===== src/design/deq_pkg.sv =====
// Package for the bounded deque core: sizes, request codes and status codes.
// Used by the control, top-level and checker files and the testbench; depends on nothing.
package deq_pkg;

  localparam int DEPTH      = 16;
  localparam int DATA_WIDTH = 32;
  localparam int ADDR_W     = (DEPTH > 1) ? $clog2(DEPTH) : 1;
  localparam int CNT_W      = $clog2(DEPTH + 1);

  localparam int REQ_W   = 3;
  localparam int IDX_W   = 4;
  localparam int DOUT_W  = 32;
  localparam int STAT_W  = 2;
  localparam int OCNT_W  = 5;
  localparam int IN_TDATA_W  = 40;
  localparam int OUT_TDATA_W = 40;

  typedef enum logic [REQ_W-1:0] {
    REQ_PUSH_FRONT = 3'd0,
    REQ_PUSH_BACK  = 3'd1,
    REQ_POP_FRONT  = 3'd2,
    REQ_POP_BACK   = 3'd3,
    REQ_READ_FRONT = 3'd4,
    REQ_READ_BACK  = 3'd5,
    REQ_READ_AT    = 3'd6,
    REQ_CLEAR      = 3'd7
  } req_t;

  typedef enum logic [STAT_W-1:0] {
    ST_OK    = 2'd0,
    ST_EMPTY = 2'd1,
    ST_FULL  = 2'd2
  } status_t;

  typedef struct packed {
    logic                  we;
    logic                  re;
    logic [ADDR_W-1:0]     addr;
    logic [DATA_WIDTH-1:0] wdata;
  } ram_req_t;

  typedef struct packed {
    logic             valid;
    logic             rd;
    status_t          status;
    logic [CNT_W-1:0] count;
  } pend_t;

endpackage


===== src/design/deq_ram.sv =====
// Generic single-port synchronous RAM with a registered read port.
// Stands alone; used by the deque core for its entry store.
module deq_ram #(
  parameter int WIDTH = 32,
  parameter int DEPTH = 16
) (
  input  logic                     clk,
  input  logic                     we,
  input  logic                     re,
  input  logic [$clog2(DEPTH)-1:0] addr,
  input  logic [WIDTH-1:0]         wdata,
  output logic [WIDTH-1:0]         rdata
);

  logic [WIDTH-1:0] mem [DEPTH];

  always_ff @(posedge clk) begin
    if (we) begin
      mem[addr] <= wdata;
    end
    if (re) begin
      rdata <= mem[addr];
    end
  end

endmodule


===== src/design/deq_ctrl.sv =====
// Head pointer, entry count and request decode for the deque core.
// Depends on deq_pkg; drives the entry store and the pending-result stage.
module deq_ctrl (
  input  logic                          clk,
  input  logic                          rst_n,
  input  logic                          in_valid,
  output logic                          in_ready,
  input  deq_pkg::req_t                 req_type,
  input  logic [deq_pkg::DATA_WIDTH-1:0] data_in,
  input  logic [deq_pkg::IDX_W-1:0]     item_index,
  input  logic                          out_free,
  output deq_pkg::ram_req_t             ram_req,
  output deq_pkg::pend_t                pend
);
  import deq_pkg::*;

  logic [ADDR_W-1:0] head_r, head_nxt;
  logic [CNT_W-1:0]  count_r, count_nxt;
  pend_t             pend_r, pend_nxt;
  logic              accept;
  logic              empty, full, rd_ok;
  logic [CNT_W-1:0]  pos;
  logic [ADDR_W:0]   slot_sum;
  logic [ADDR_W-1:0] slot;
  logic [ADDR_W-1:0] head_dec, head_inc;
  status_t           status;

  assign in_ready = rst_n && (!pend_r.valid || out_free);
  assign accept   = in_valid && in_ready;
  assign empty    = (count_r == '0);
  assign full     = (32'(count_r) >= 32'(DEPTH));

  always_comb begin
    case (req_type)
      REQ_PUSH_BACK: pos = count_r;
      REQ_READ_BACK: pos = count_r - CNT_W'(1);
      REQ_READ_AT:   pos = CNT_W'(item_index);
      default:       pos = '0;
    endcase
  end

  // The position is below the depth whenever the slot is used.
  assign slot_sum = (ADDR_W + 1)'(head_r) + (ADDR_W + 1)'(pos);
  assign slot     = (32'(slot_sum) >= 32'(DEPTH)) ?
                    ADDR_W'(32'(slot_sum) - 32'(DEPTH)) : ADDR_W'(slot_sum);
  assign head_dec = (head_r == '0) ? ADDR_W'(DEPTH - 1) : head_r - ADDR_W'(1);
  assign head_inc = (32'(head_r) == 32'(DEPTH - 1)) ? '0 : head_r + ADDR_W'(1);

  always_comb begin
    head_nxt      = head_r;
    count_nxt     = count_r;
    status        = ST_OK;
    rd_ok         = 1'b0;
    ram_req.we    = 1'b0;
    ram_req.re    = 1'b0;
    ram_req.addr  = slot;
    ram_req.wdata = data_in;
    case (req_type)
      REQ_PUSH_FRONT: begin
        if (full) begin
          status = ST_FULL;
        end else begin
          head_nxt     = head_dec;
          count_nxt    = count_r + CNT_W'(1);
          ram_req.we   = accept;
          ram_req.addr = head_dec;
        end
      end
      REQ_PUSH_BACK: begin
        if (full) begin
          status = ST_FULL;
        end else begin
          count_nxt  = count_r + CNT_W'(1);
          ram_req.we = accept;
        end
      end
      REQ_POP_FRONT: begin
        if (empty) begin
          status = ST_EMPTY;
        end else begin
          head_nxt  = head_inc;
          count_nxt = count_r - CNT_W'(1);
        end
      end
      REQ_POP_BACK: begin
        if (empty) begin
          status = ST_EMPTY;
        end else begin
          count_nxt = count_r - CNT_W'(1);
        end
      end
      REQ_READ_FRONT, REQ_READ_BACK: begin
        if (empty) begin
          status = ST_EMPTY;
        end else begin
          rd_ok      = 1'b1;
          ram_req.re = accept;
        end
      end
      REQ_READ_AT: begin
        if (32'(item_index) >= 32'(count_r)) begin
          status = ST_EMPTY;
        end else begin
          rd_ok      = 1'b1;
          ram_req.re = accept;
        end
      end
      default: begin
        head_nxt  = '0;
        count_nxt = '0;
      end
    endcase
  end

  always_comb begin
    pend_nxt = pend_r;
    if (accept) begin
      pend_nxt.valid  = 1'b1;
      pend_nxt.rd     = rd_ok;
      pend_nxt.status = status;
      pend_nxt.count  = count_nxt;
    end else if (out_free) begin
      pend_nxt.valid = 1'b0;
    end
  end

  always_ff @(posedge clk) begin
    if (!rst_n) begin
      head_r       <= '0;
      count_r      <= '0;
      pend_r.valid <= 1'b0;
    end else begin
      if (accept) begin
        head_r  <= head_nxt;
        count_r <= count_nxt;
      end
      pend_r.valid <= pend_nxt.valid;
    end
    pend_r.rd     <= pend_nxt.rd;
    pend_r.status <= pend_nxt.status;
    pend_r.count  <= pend_nxt.count;
  end

  assign pend = pend_r;

endmodule


===== src/design/bounded_deque_with_indexed_read_core.sv =====
// Top level of the bounded deque core: stream ports, entry store and result register.
// Depends on deq_pkg, deq_ctrl and deq_ram.
//
// Each request yields exactly one result, via the pending stage in deq_ctrl and
// then the result register. A request that reads or writes an entry does so in
// the cycle it is accepted; the store's registered read data is captured in the
// result register once it is free. A new request can be accepted every cycle while
// the result side keeps up; the single-port store, one access per request, sets it.
module bounded_deque_with_indexed_read_core (
  input  logic                             clk,
  input  logic                             rst_n,
  input  logic                             in_tvalid,
  output logic                             in_tready,
  // data_in [31:0], item_index [35:32], zero fill [39:36]
  input  logic [deq_pkg::IN_TDATA_W-1:0]   in_tdata,
  // req_type [2:0]
  input  logic [deq_pkg::REQ_W-1:0]        in_tuser,
  output logic                             out_tvalid,
  input  logic                             out_tready,
  // data_out [31:0], status [33:32], item_count [38:34], zero fill [39]
  output logic [deq_pkg::OUT_TDATA_W-1:0]  out_tdata
);
  import deq_pkg::*;

  ram_req_t              ram_req;
  pend_t                 pend;
  logic [DATA_WIDTH-1:0] ram_q;
  logic                  out_free;
  logic                  out_valid_r;
  logic [DOUT_W-1:0]     out_data_r;
  status_t               out_status_r;
  logic [OCNT_W-1:0]     out_count_r;

  assign out_free = !out_valid_r || out_tready;

  deq_ctrl u_ctrl (
    .clk        (clk),
    .rst_n      (rst_n),
    .in_valid   (in_tvalid),
    .in_ready   (in_tready),
    .req_type   (req_t'(in_tuser)),
    .data_in    (in_tdata[DATA_WIDTH-1:0]),
    .item_index (in_tdata[DOUT_W +: IDX_W]),
    .out_free   (out_free),
    .ram_req    (ram_req),
    .pend       (pend)
  );

  deq_ram #(
    .WIDTH (DATA_WIDTH),
    .DEPTH (DEPTH)
  ) u_store (
    .clk   (clk),
    .we    (ram_req.we),
    .re    (ram_req.re),
    .addr  (ram_req.addr),
    .wdata (ram_req.wdata),
    .rdata (ram_q)
  );

  always_ff @(posedge clk) begin
    if (!rst_n) begin
      out_valid_r <= 1'b0;
    end else if (out_free) begin
      out_valid_r <= pend.valid;
    end
    if (out_free && pend.valid) begin
      out_data_r   <= pend.rd ? DOUT_W'(ram_q) : '0;
      out_status_r <= pend.status;
      out_count_r  <= OCNT_W'(pend.count);
    end
  end

  assign out_tvalid = out_valid_r;
  assign out_tdata  = {1'b0, out_count_r, out_status_r, out_data_r};

endmodule


===== config.mk =====
export PLATFORM = sky130hd
export DESIGN_NAME = bounded_deque_with_indexed_read_core
export DESIGN_NICKNAME = d
export VERILOG_FILES = /design/src/design/deq_pkg.sv /design/src/design/deq_ram.sv /design/src/design/deq_ctrl.sv /design/src/design/bounded_deque_with_indexed_read_core.sv
export SDC_FILE = /design/constraint.sdc
export NUM_CORES = 1
export LEC_CHECK = 0
export BUFFER_PORTS_ARGS = -buffer_cell sky130_fd_sc_hd__buf_2
export CAP_MARGIN = 20
export CORE_ASPECT_RATIO = 1.1
export CORE_MARGIN = 2
export CORE_UTILIZATION = 55
export DETAILED_ROUTE_END_ITERATION = 7
export GPL_TIMING_DRIVEN = 0
export PLACE_DENSITY = 0.75
export SYNTH_ARGS = -nofsm -noshare
export SYNTH_HDL_FRONTEND = slang
export SYNTH_SLANG_ARGS = --single-unit

===== constraint.sdc =====
create_clock -name clk -period 4.65 [get_ports clk]
set_input_delay 0.2325 -clock clk [delete_from_list [all_inputs] [get_ports clk]]
set_output_delay 0.2325 -clock clk [all_outputs]
set_load 0.02 [all_outputs]

# After elaboration in Yosys (flattened, before gate mapping)
# Memory sizes are Yosys's and may differ from the RTL's. A register that Yosys moved wholly into a read port is not among the register bits.
# Index checks and enable logic that the tools add are counted.
[totals] ff_bits=58 in_bits=47 n_memories=1 word_cells=76 ram_bits=512
[classes] addsub=6 n_reduce_logical=18 n_mux=28 bitwise_logic=1 order_cmp=3 n_eq_ne=9
[mem_list] memory="u_store.mem" depth=16 word_bits=32 rd=1 rd_clocked_by_memory_dff=1 write_ports=1 line_no="deq_ram.sv:15" rtl="logic [WIDTH-1:0] mem [DEPTH];"
[ops] operator="5-bit one-hot mux with 3 select lines" n=2
[ops] operator="4-bit 2-to-1 mux" n=7
[ops] operator="1-bit 2-to-1 mux" n=12
[ops] operator="4-bit one-hot mux with 3 select lines" n=1
[ops] operator="5-bit greater-or-equal comparator (second input constant)" n=2
[ops] operator="5-bit 2-to-1 mux" n=2
[ops] operator="3-bit == test (second input constant)" n=3
[ops] operator="4-bit by 1-bit subtractor with 4-bit output (second input constant)" n=2
[ops] operator="3-bit by 2-bit == test with 1-bit output (second input constant)" n=2
[ops] operator="2-bit one-hot mux with 3 select lines" n=1
[ops] operator="2-bit OR reduction" n=3
[ops] operator="4-bit by 5-bit adder with 5-bit output" n=1
[ops] operator="5-bit by 1-bit adder with 5-bit output (second input constant)" n=1
[ops] operator="4-bit by 5-bit greater-or-equal comparator with 1-bit output" n=1
[ops] operator="5-bit zero test" n=1
[ops] operator="5-bit OR reduction" n=1
[ops] operator="5-bit by 1-bit subtractor with 5-bit output (second input constant)" n=1
[ops] operator="4-bit by 1-bit adder with 4-bit output (second input constant)" n=1
[ops] operator="4-bit == test (second input constant)" n=1
[ops] operator="4-bit zero test" n=1
[ops] operator="2-bit != test (second input constant)" n=2
[ops] operator="1-bit one-hot mux with 2 select lines" n=2
[ops] operator="4-bit AND reduction" n=1
[ops] operator="4-bit OR reduction" n=1
[ops] operator="other kinds (9)" n=13

# Logic depth before layout (Yosys ltp)
# Gate-level depths: netlist of run 1.
[depth] word_depth=9 mapped_depth=15 mapped_depth_nobuf=12

# By module
# Synthesis of run 1 repeated with hierarchy kept, for this count alone.
[unflattened] cells_unflattened=1140 area_unflattened_um2=23431.2
[by_module_without_submodules] mod="deq_ram" n_inst=1 cells_each=840 area_per_inst_um2=20183.1
[by_module_without_submodules] mod="deq_ctrl" n_inst=1 cells_each=219 area_per_inst_um2=1759.2
[by_module_without_submodules] mod="bounded_deque_with_indexed_read_core" n_inst=1 cells_each=81 area_per_inst_um2=1488.9

# Worst setup path after synthesis of run 1
# OpenSTA, ideal clock, no wires.
[synth_path] kind="reg-to-reg" start="reg u_ctrl.count_r[0]" end="mem u_store.mem[6][0] (enable)" n_path_buf=1 stages_incl_launch_ff=14 t_arrival_ps=4225 path_slack_ps=4 path_cell_list="dfxtp_1 > inv_1 > ha_1 > nand2_1 > xnor2_1 > a22o_1 > ha_1 > and3_1 > or3_1 > a211oi_2 > o31a_1 > buf_2 > o21ai_1 > nor2_1"
[synth_via] elab_chain_len=7
[synth_lines] item="start, declared" line_no="deq_ctrl.sv:18" rtl="logic [CNT_W-1:0] count_r, count_nxt;"
[synth_lines] item="start signal, assigned" line_no="deq_ctrl.sv:135" rtl="count_r <= count_nxt;"
[synth_lines] item="5-bit by 1-bit subtractor with 5-bit output" line_no="deq_ctrl.sv:36" rtl="REQ_READ_BACK: pos = count_r - CNT_W'(1);"
[synth_lines] item="5-bit one-hot mux with 3 select lines" line_no="deq_ctrl.sv:34" rtl="case (req_type)"
[synth_lines] item="4-bit by 5-bit adder with 5-bit output" line_no="deq_ctrl.sv:43" rtl="assign slot_sum = (ADDR_W + 1)'(head_r) + (ADDR_W + 1)'(pos);"
[synth_lines] item="4-bit by 1-bit subtractor with 4-bit output / 5-bit greater-or-equal comparator (equally long branches)" line_no="deq_ctrl.sv:45, deq_ctrl.sv:44"
[synth_lines] item="4-bit 2-to-1 mux" line_no="deq_ctrl.sv:44" rtl="assign slot = (32'(slot_sum) >= 32'(DEPTH)) ?"
[synth_lines] item="4-bit 2-to-1 mux" line_no="deq_ctrl.sv:60" rtl="if (full) begin"
[synth_lines] item="4-bit 2-to-1 mux" line_no="deq_ctrl.sv:58" rtl="case (req_type)"
[synth_lines] item="end, declared" line_no="deq_ram.sv:15"
# Several ways; a longest one is shown, not always the timed one.

# Final worst setup path of run 1
[layout_path] start="reg u_ctrl.count_r[0]" end="mem u_store.mem[14][9] (enable)"
# The elaborated chain is that of the path after synthesis.

==> results of run 1 <==
[registers in the layout (all words and copies together), names as in the netlist]
name and flops:
out_count_r 5, out_data_r 32, out_status_r 2, out_tvalid 1, u_ctrl.count_r 5, u_ctrl.head_r 4, u_ctrl.pend 9, u_store.mem 512
u_store.rdata 32
[cell families after synthesis]
kind of cell,count (synthesis),share of synthesized area
mux,194,0.116
other cells,1,0.000159
flops,602,0.761
simple gates,192,0.0423
fa+ha+maj,16,0.00880
xor+xnor,4,0.00148
compound gates,158,0.0524
buf+inv,80,0.0175
[placed cells by master (no fill, tap or decap), drive strengths merged, types with 4 or more instances in the layout]
master and instances:
edfxtp 591, ha 15, mux4 64, a21oi 10, and2 35, buf 163, and3 13, a22oi 65
a21o 8, dfxtp 11, nor2 23, nand3 8, clkinv 27, mux2i 130, clkbuf 80, o21ai 8
o31ai 6, o211ai 4, inv 17, bufinv 5, a32oi 32, dlygate4sd3 15, nor2b 5, nand2 82
nand2b 6
[stage by stage]
step | cell area (um^2) | setup WS (ns) | hold slack (ns)
6_report | 27200 | 0.113 | 0.0252
5_1_grt | 27200 | -0.0280 | 0.0176
4_1_cts | 27100 | 0.0289 | 0.00145
3_5_place_dp | 25200 | -0.287 | 0.411
3_3_place_gp | 24700 | -2.08 | 0.408
2_1_floorplan | 23600 | 0.00353 | 0.331
[what timing repair did]
action | CTS | global route
hold endpoints to repair | 128 | 0
gates cloned | 0 | 0
hold buffers | 15 | 0
resized for setup | 2 | 0
pin swaps | 1 | 7
setup buffers | 1 | 10
endpoints found under the setup margin | 189 | 171
[power groups by stage]
stage,combinational [mW],sequential [mW],clock [mW]
2_1_floorplan,0.602,6.17,0
3_3_place_gp,0.926,6.15,0
3_5_place_dp,0.965,6.15,0
4_1_cts,0.984,6.04,4.36
5_1_grt,1.05,6.04,4.58
6_report,0.982,6.04,4.30
[final timing paths]
check	startpoint	to	cells after the start	slack [ns]
worst max-delay path	u_ctrl.count_r[0]$_SDFFE_PN0P_	u_store.mem[14][9]$_DFFE_PP_	12	0.11
worst min-delay path	in_tdata[16]	u_store.mem[7][16]$_DFFE_PP_	1	0.03
worst max register to register	u_ctrl.count_r[0]$_SDFFE_PN0P_	u_store.mem[14][9]$_DFFE_PP_	12	0.11
worst min register to register	u_ctrl.pend[0]$_DFFE_PP_	out_count_r[0]$_DFFE_PP_	0	0.43
[routing by layer]
layer | vias up | wire [um] | track usage
met5 | - | 0 | 0
met4 | 0 | 1820 | 0.0904
met3 | 133 | 3320 | 0.0297
met2 | 535 | 25600 | 0.386
met1 | 6387 | 20000 | 0.307
li1 | 5404 | - | -
[layout make-up]
class	count	share of cell area
buffer	65	0.0131
inverter	15	0.00207
clock inverter	34	0.0110
tap	567	0.0261
multi-input combinational	565	0.196
timing repair buffer	127	0.0397
sequential	602	0.661
clock buffer	66	0.0514
==> results.md, run 1 <==
- Status: complete, no violations
- Drt initial violations: 1237
- Most frequent CP cell: inv_1
- Proportion of layout cells with a drive suffix above 1: 0.228
- Endpoints failing hold: 0
- Synthesized area per cell: 18.9 um^2
- Fill cells: 2849
- Port Buffers: 83
- CP bufs+invs: 5
- CTS clk-pin slew, worst paths: 0.07 ns
- Total power: 11.3 mW
- Max Cap Viol: 0
- Logic gate share of total power: 0.087
- Total core area: 42300 um^2
- Switch share: 0.222
- Yosys top cell by area: edfxtp_1
- Fin cells: 2041
- CTS tree: yes
- DRC Markers: 0
- Cells along the critical path: inv_1 -> ha_1 -> a21oi_1 -> a22o_1 -> fa_1 -> inv_1 -> mux2i_2 -> buf_2 -> buf_4 -> nor3b_2 -> and3_2 -> buf_16
- Layout area overhead: 15.2%
- Root Driver: clkbuf_16
- Most frequent cell after synthesis: edfxtp_1
- CTS H-Tree Depth: 2
- Synthesis-stage register bit count: 602
- Slowest cell on crit path: and3_2
- Num CTS Buffers: 54
- Clock Power Share: 0.380
- Post-synthesis async set-or-reset flop share: 0
- Crit-path max FO: 17
- Sw Pwr: 2.51 mW
- Die area: 44600 um^2
- Setup TNS: 0 ns
- Initial antenna violation count: 0
- Cell Int Power: 8.81 mW
- Predominant post-synthesis flop cell: edfxtp_1
- Via density: 6.10
- Fin nets: 1493
- Worst slew pin tran: 0.944 ns
- Total global-route track usage: 0.229
- Total Routed Length: 50.8 mm
- Pin count of the biggest net entering global routing: 26
- Die span in y: 221 um
- Vias: 12459
- Top delay family on crit path: buffers and inverters
- Skew final: 0.0203 ns
- First-pass GRT wire length: 76.4 mm
- Vias in the first global route: 12615
- Pleak: 9.10 nW
- Ports: 89
- Synthesis Warnings: 0
- Post-route minimum period: 4.54 ns
- Number of synthesized flops with an enable pin: 591
- Sequential share of the synthesized area: 0.761
- Initial Util: 0.558
- Max Freq: 220 MHz
- CTS Buffer Depth: 3
- Nature of the critical path endpoint: flop
- Multi-input logic area: 5320 um^2
- Critical Path RT: 4.94 ns
- Post-Place Cells: 1915
- Slew Limit Fails: 0
- PwrDens: 416 nW/um^2
- Synthesized instance count: 1247
- Synth Cell Area: 23600 um^2
- Worst-skew pair later-pin latency: 0.59 ns
- DP HPWL: 31.5 mm
- Clk sinks: 602
- Total grt overflow: 0
- Synth cell types: 61
- Endpoints failing setup: 0
- HP Class: input port to flop
- Final Util: 0.643
- Largest cells by area after synthesis: edfxtp_1 (75%), mux4_2 (6.1%), mux2i_1 (5.5%)
- Row count: 79
- Final Wtd Congestion: 0.848
- Most frequent cells after synthesis: edfxtp_1 (591), mux2i_1 (130), nand2_1 (81)
- # diodes: 0
- Die W: 202 um
- Routed WL per cell: 24.9 um
- CP Launch Type: flop
- Worst slew margin: 0.371
- Yosys top cell area share: 0.752
- Pre-antenna DRT Iters: 5
- Seq pwr share: 0.533
- Final worst-path cycle share: 0.976
- CP arrival: 4.83 ns
- Crit Path Category: flop to flop
- CP peak stage delay: 0.64 ns
- Syn nets: 1310
- Reg area: 18000 um^2
- Antenna Nets Post-Route: 0
- Worst VDD drop: 0.000252 V
(Power assumes the default switching activity.)
==> inputs of run 2 (changes only) <==
Settings changed: SYNTH_HIERARCHICAL set to 1.
==> results.md, run 2 <==
- Status: complete, no violations
- WHS: 0.0854 ns (+0.0602 ns)
- Initial Util: 0.555 (-0.00281)
- Commonest non-fill, non-tap cell in the layout: edfxtp_1
- Synth Area in Compound Gates: 0.0356 (-0.0168)
- Xor-xnor portion of the synthesized cell area: 0.00262 (+0.00113)
- Sequential share of the synthesized area: 0.767 (+0.00565)
- HP Class: input port to flop
- Number of synthesized flops with an enable pin: 591 (unchanged)
- Worst slew pin tran: 0.988 ns (+0.0443 ns)
- Crit path to: u_store/rdata[22]$_DFFE_PP_
- Top delay family on crit path: buffers and inverters
- Worst VDD drop: 0.000297 V (+18%)
- Largest cells by area after synthesis: edfxtp_1 (76%), mux4_2 (12%), a22oi_1 (2.1%)
- Die W: 201 um (-0.36%)
- Port Buffers: 51 (-39%)
- DRC Markers: 0 (unchanged)
- Clk sinks: 602 (unchanged)
- Die span in y: 220 um (-0.36%)
- Final Util: 0.652 (+0.00918)
- Switch share: 0.214 (-0.00754)
- Crit Reg-Reg Startpoint: u_ctrl/count_r[0]$_SDFFE_PN0P_
- Skew final: 0.0167 ns (-0.00356 ns)
- Slew Limit Fails: 0 (unchanged)
- Total global-route track usage: 0.232 (+0.00272)
- Crit-path max FO: 10 (-7)
- Pre-antenna DRT Iters: 5 (unchanged)
- Pleak: 8.98 nW (-1.4%)
- Total grt overflow: 0 (unchanged)
- Synth Cell Area: 23400 um^2 (-0.74%)
- Yosys top cell area share: 0.757 (+0.00558)
- Synthesis Warnings: 6 (+6)
- Endpoints failing hold: 0 (unchanged)
- Fin nets: 1388 (-7.0%)
- Post-route minimum period: 4.55 ns (+0.0161 ns)
- Syn nets: 1200 (-8.4%)
- CTS H-Tree Depth: 2 (unchanged)
- Endpoints failing setup: 0 (unchanged)
- First-pass GRT wire length: 74.9 mm (-2.0%)
- Largest family of logic cells by synthesized area: multiplexers
- Pin count of the biggest net entering global routing: 30 (+15%)
- Mux cell area share after synthesis: 0.124 (+0.00775)
- Crit Path Category: flop to flop
- DP Worst Slack: -0.617 ns (-0.329 ns)
- R2R Setup Slk: 0.1 ns (-0.02 ns)
- Cell Int Power: 9.06 mW (+2.8%)
- Vias in the first global route: 11931 (-5.4%)
- Max Freq: 220 MHz (-0.35%)
- Die area: 44300 um^2 (-0.72%)
- CP bufs+invs: 5 (unchanged)
- CP arrival: 4.87 ns (+0.04 ns)
- Num CTS Buffers: 55 (+1.9%)
- Synth Area in Simple Gates: 0.0379 (-0.00444)
- Drt initial violations: 1157 (-6.5%)
- Routed WL per cell: 26.0 um (+4.4%)
- Setup slack after layout: 0.0974 ns (-0.0161 ns)
- Layout area overhead: 17.4%
- CP Launch Type: flop
- Synthesis-stage register bit count: 602 (unchanged)
- Yosys top cell by area: edfxtp_1
- Row count: 79 (unchanged)
- Synthesized instance count: 1140 (-8.6%)
- Cell area after layout: 27500 um^2 (+1.2%)
- Synthesized area per cell: 20.6 um^2 (+8.6%)
- Largest regs: u_store/mem: 512 flops, out_data_r: 32 flops, u_store/rdata: 32 flops
- Post-synthesis async set-or-reset flop share: 0 (unchanged)
- Via density: 6.11 (about the same)
- Slowest cell on crit path: clkbuf_1
- Vias: 11846 (-4.9%)
- RSZ-0062 raised after global routing: yes
- Clock Power Share: 0.394 (+0.014)
- Most frequent cell after synthesis: edfxtp_1
- Stages on worst setup path: 13 (+1)
- CTS tree: yes
- CTS Buffer Depth: 3 (unchanged)
- Final worst-path cycle share: 0.979 (+0.00345)
- Worst r2r path cells: 13 (+1)
- Post-Place Cells: 1780 (-7.0%)
- Final Wtd Congestion: 0.862 (+1.7%)
- Worst slew margin: 0.334 (-0.0365)
- Predominant post-synthesis flop cell: edfxtp_1
- Total core area: 42200 um^2 (-0.23%)
- CTS clk-pin slew, worst paths: 0.06 ns (about the same)
- Synth cell types: 60 (-1.6%)
- Fin cells: 1939 (-5.0%)
- Antenna Nets Post-Route: 0 (unchanged)
- Max FFs per register: 512 (unchanged)
- Critical Path RT: 4.97 ns (+0.03 ns)
- CP peak stage delay: 0.59 ns (-0.05 ns)
- Logic gate share of total power: 0.082 (-0.005)
- Largest Register: u_store/mem
- Most frequent cells after synthesis: edfxtp_1 (591), mux4_2 (128), a22oi_1 (65)
- Sw Pwr: 2.47 mW (-1.6%)
- Dpl cell area: 25000 um^2 (-0.71%)
- Reg2reg end: u_store/rdata[22]$_DFFE_PP_
- Max Cap Viol: 0 (unchanged)
- Proportion of layout cells with a drive suffix above 1: 0.313 (+0.0850)
- PwrDens: 419 nW/um^2 (+0.62%)
- Total Routed Length: 50.4 mm (-0.86%)
- DP HPWL: 30.4 mm (-3.3%)
- Cells along the critical path: clkbuf_1 -> inv_1 -> ha_1 -> o21ai_0 -> a22oi_1 -> fa_1 -> mux2i_1 -> buf_2 -> buf_4 -> clkbuf_1 -> mux4_2 -> a22oi_1 -> nand2_1
- Most frequent cells in the layout: edfxtp_1 (591), mux4_2 (128), buf_2 (66)
- Crit. Startpoint: u_ctrl/count_r[0]$_SDFFE_PN0P_
- Worst-skew pair later-pin latency: 0.61 ns (+0.02 ns)
- Seq pwr share: 0.524 (-0.009)
- Initial antenna violation count: 2 (+2)
- Post-Synth Adder-Cell Area: 0.00726 (-0.00154)
- Ports: 89 (unchanged)
- Root Driver: clkbuf_16
- Nature of the critical path endpoint: flop
[run 2: cell types whose count changed after synthesis, sizes merged, moves of 5 or more]
cell	delta
o31ai	-6
mux2i	-129
nor3	+9
mux4	+64
a32oi	-31
o21ai	+12
buf	+5
and3	-10
nand2	-28
clkbuf	+21
[run 2: how the worst min path moves through the flow]
stage                                  endpoint                     start  slack (ns)  depth (start not counted)
finish              u_ctrl/pend[8]$_SDFFE_PN0P_                out_tready        0.09                          4
global route        u_ctrl/pend[8]$_SDFFE_PN0P_                out_tready        0.12                          4
CTS                 u_ctrl/pend[8]$_SDFFE_PN0P_                out_tready        0.04                          4
detailed placement     out_count_r[0]$_DFFE_PP_  u_ctrl/pend[0]$_DFFE_PP_        0.41                          0
global placement       out_count_r[0]$_DFFE_PP_  u_ctrl/pend[0]$_DFFE_PP_        0.40                          0
floorplan           u_ctrl/pend[8]$_SDFFE_PN0P_                 in_tvalid        0.37                          2
[run 2: area by class of cell]
cell class                 instances  area, um^2
sequential                       602       18000
inverter                          16        60.1
clock buffer                      67        1440
buffer                            91         553
clock inverter                    33         367
tap                              567         709
fill                            2711       14700
antenna                            1        2.50
multi-input combinational        431        5010
timing repair buffer             131        1400
[run 2: cells by family after synthesis]
family | count (synthesis)
xor+xnor | 7
simple gates | 163
buf+inv | 107
mux | 130
other cells | 1
fa+ha+maj | 13
compound gates | 117
flops | 602
[run 2: tightest hold or removal path, stage by stage]
cell	delay [ns]
buf_2	0.07
nand2b_4	0.11
nand2b_1	0.13
a21boi_0	0.09
[run 2: per-stage QoR]
stage | setup TNS, ns | power (mW)
after floorplan | -8.72 | 6.78
after global placement | -990.90 | 7.02
after detailed placement | -126.25 | 7.06
after CTS | 0 | 11.6
after global routing | -1.56 | 11.9
final | 0 | 11.5
[run 2: power by group through the flow]
stage | Sequential, mW | Clock (mW) | Combinational (mW)
floorplan | 6.17 | 0 | 0.610
global placement | 6.15 | 0 | 0.866
detailed placement | 6.15 | 0 | 0.909
CTS | 6.04 | 4.60 | 0.945
global route | 6.04 | 4.80 | 1.02
finish | 6.04 | 4.54 | 0.949
[run 2: what timing repair did]
action	in CTS	in global routing
endpoints found under the hold margin	516	0
endpoints found under the setup margin	495	402
setup buffers	11	11
hold buffers	35	0
pin swaps	8	6
gates resized for setup	2	17
gates cloned	0	0
[run 2: per-layer routing]
layer	GRT usage	share of wire
met1	0.309	0.39
met2	0.401	0.51
met3	0.0337	0.070
met4	0.0785	0.027
met5	0	0.00026
==> inputs of run 3 (changes only) <==
Settings changed: MAX_ROUTING_LAYER set to met4.
==> results.md, run 3 (synthesis results as in run 2) <==
- Status: complete, no violations
- CTS Buffer Depth: 3 (unchanged)
- Crit Reg-Reg Startpoint: u_ctrl/count_r[0]$_SDFFE_PN0P_
- Final Wtd Congestion: 0.861 (-0.12%)
- CP arrival: 4.74 ns (-0.13 ns)
- Ports: 89 (unchanged)
- Port Buffers: 51 (unchanged)
- Fin nets: 1389 (+0.072%)
- Die span in y: 220 um (unchanged)
- Total global-route track usage: 0.240 (+0.00760)
- CP Launch Type: flop
- Total core area: 42200 um^2 (unchanged)
- First-pass GRT wire length: 74.7 mm (-0.24%)
- Crit-path max FO: 16 (+6)
- Endpoint, Worst Hold: u_ctrl/pend[8]$_SDFFE_PN0P_
- Num CTS Buffers: 55 (unchanged)
- Cells along the critical path: clkbuf_1 -> inv_1 -> ha_1 -> o21ai_0 -> a22oi_1 -> inv_1 -> ha_1 -> a21o_1 -> a21oi_1 -> xnor2_1 -> xnor2_1 -> o21ai_2 -> nand3b_1 -> nor3_4 -> buf_16 -> buf_16
- Vias: 11756 (-0.76%)
- CP peak stage delay: 0.42 ns (-0.17 ns)
- Worst slew pin tran: 1.18 ns (+0.189 ns)
- CTS clk-pin slew, worst paths: 0.06 ns (about the same)
- Setup slack after layout: 0.205 ns (+0.108 ns)
- Initial antenna violation count: 2 (unchanged)
- Proportion of layout cells with a drive suffix above 1: 0.313 (about the same)
- Clk sinks: 602 (unchanged)
- RSZ-0062 raised after global routing: yes
- Nature of the critical path endpoint: flop
- Most frequent cells in the layout: edfxtp_1 (591), mux4_2 (128), buf_2 (65), a22oi_1 (65), clkbuf_16 (55)
- Slowest cell on crit path: nand3b_1
- Commonest non-fill, non-tap cell in the layout: edfxtp_1
- Endpoints failing hold: 0 (unchanged)
- Drt initial violations: 1321 (+14%)
- Pre-antenna DRT Iters: 5 (unchanged)
- Max Cap Viol: 0 (unchanged)
- Skew final: 0.0231 ns (+0.00639 ns)
- Top delay family on crit path: compound AO/OA/AOI/OAI gates
- Routed WL per cell: 26.2 um (+0.93%)
- CP bufs+invs: 5 (unchanged)
- Setup TNS: 0 ns (unchanged)
- Hold Path Stages: 4 (unchanged)
- Total Routed Length: 50.8 mm (+0.82%)
- Slew Limit Fails: 0 (unchanged)
- Reg2reg end: u_store/mem[8][8]$_DFFE_PP_
- Largest regs: u_store/mem: 512 flops, out_data_r: 32 flops, u_store/rdata: 32 flops
- Post-route minimum period: 4.44 ns (-0.108 ns)
- Final Util: 0.649 (-0.00326)
- Pin count of the biggest net entering global routing: 30 (unchanged)
- Crit Path Category: flop to flop
- Max FFs per register: 512 (unchanged)
- Total grt overflow: 0 (unchanged)
- DP HPWL: 30.7 mm (+0.92%)
- Row count: 79 (unchanged)
- HP Class: input port to flop
- Dpl cell area: 25100 um^2 (about the same)
- Beginning of the worst hold path: out_tready
- Antenna Nets Post-Route: 0 (unchanged)
- Max Freq: 225 MHz (+2.4%)
- Critical Path RT: 4.95 ns (-0.02 ns)
- Worst slew margin: 0.208 (-0.126)
- DRC Markers: 0 (unchanged)
- Root Driver: clkbuf_16
- Die area: 44300 um^2 (unchanged)
- R2R Setup Slk: 0.21 ns (+0.11 ns)
- Worst r2r path cells: 16 (+3)
- Layout area overhead: 16.8%
- Pleak: 8.92 nW (-0.64%)
- Worst VDD drop: 0.000266 V (-10%)
- Via density: 6.07 (-0.66%)
- CTS tree: yes
- Endpoints failing setup: 0 (unchanged)
- PwrDens: 409 nW/um^2 (-2.4%)
- Die W: 201 um (unchanged)
- Final worst-path cycle share: 0.956 (-0.0232)
- Worst-skew pair later-pin latency: 0.61 ns (about the same)
- Largest Register: u_store/mem
- Cell area after layout: 27400 um^2 (-0.50%)
- CTS H-Tree Depth: 2 (unchanged)
- Initial Util: 0.555 (unchanged)
- Vias in the first global route: 11776 (-1.3%)
- DP Worst Slack: -0.611 ns (+0.00557 ns)
[run 3: metal layers]
metal	vias up	routed length [um]	global-route usage
met4	0	1240	0.0719
met3	93	4090	0.0557
met5	-	0	-
met1	6141	19700	0.305
li1	4994	-	-
met2	528	25800	0.391
[run 3: report_power, final]
part	switching [mW]	internal, mW	leakage [nW]
Sequential	0.0152	6.02	5.43
Combinational	0.551	0.399	2.69
Clock	1.86	2.35	0.799
[run 3: metrics by stage]
stage	hold slack [ns]	total power, mW	std cells
after floorplan	0.371	6.78	1140
after global placement	0.405	7.03	1758
after detailed placement	0.406	7.07	1780
after CTS	0.0761	11.3	1922
after global routing	0.142	11.5	1937
final	0.115	11.2	1937
[run 3: how the worst max path moves through the flow]
stage	depth (start not counted)	end	startpoint
finish	16	u_store/mem[8][8]$_DFFE_PP_	u_ctrl/count_r[0]$_SDFFE_PN0P_
global route	16	u_store/mem[8][4]$_DFFE_PP_	u_ctrl/count_r[0]$_SDFFE_PN0P_
CTS	15	u_store/mem[0][10]$_DFFE_PP_	u_ctrl/count_r[0]$_SDFFE_PN0P_
detailed placement	15	u_store/mem[7][14]$_DFFE_PP_	in_tuser[2]
global placement	14	u_store/mem[7][14]$_DFFE_PP_	in_tuser[2]
floorplan	14	u_store/mem[1][0]$_DFFE_PP_	u_ctrl/count_r[0]$_SDFFE_PN0P_
[run 3: timing repair]
item,4_1_cts,5_1_grt
setup buffers,12,13
gates resized for setup,1,28
hold buffers,35,0
hold endpoints to repair,514,0
pin swaps,7,10
setup endpoints to repair,459,474
[run 3: cell type report]
type                            instances  area [um^2]
Antenna cell                            2         5.00
Timing Repair Buffer                  133         1420
Inverter                               16         60.1
Buffer                                 90          554
Clock buffer                           71         1450
Clock inverter                         25          199
Multi-Input combinational cell        431         5010
Fill cell                            2712        14800
Tap cell                              567          709
Sequential cell                       602        18000
[run 3: worst reg2reg max path: stages (launching register included)]
cell and delay [ns]:
dfxtp_1 0.36, clkbuf_1 0.29, inv_1 0.08, ha_1 0.33, o21ai_0 0.10, a22oi_1 0.41
inv_1 0.09, ha_1 0.29, a21o_1 0.18, a21oi_1 0.17, xnor2_1 0.16, xnor2_1 0.11
o21ai_2 0.38, nand3b_1 0.42, nor3_4 0.39, buf_16 0.20, buf_16 0.17
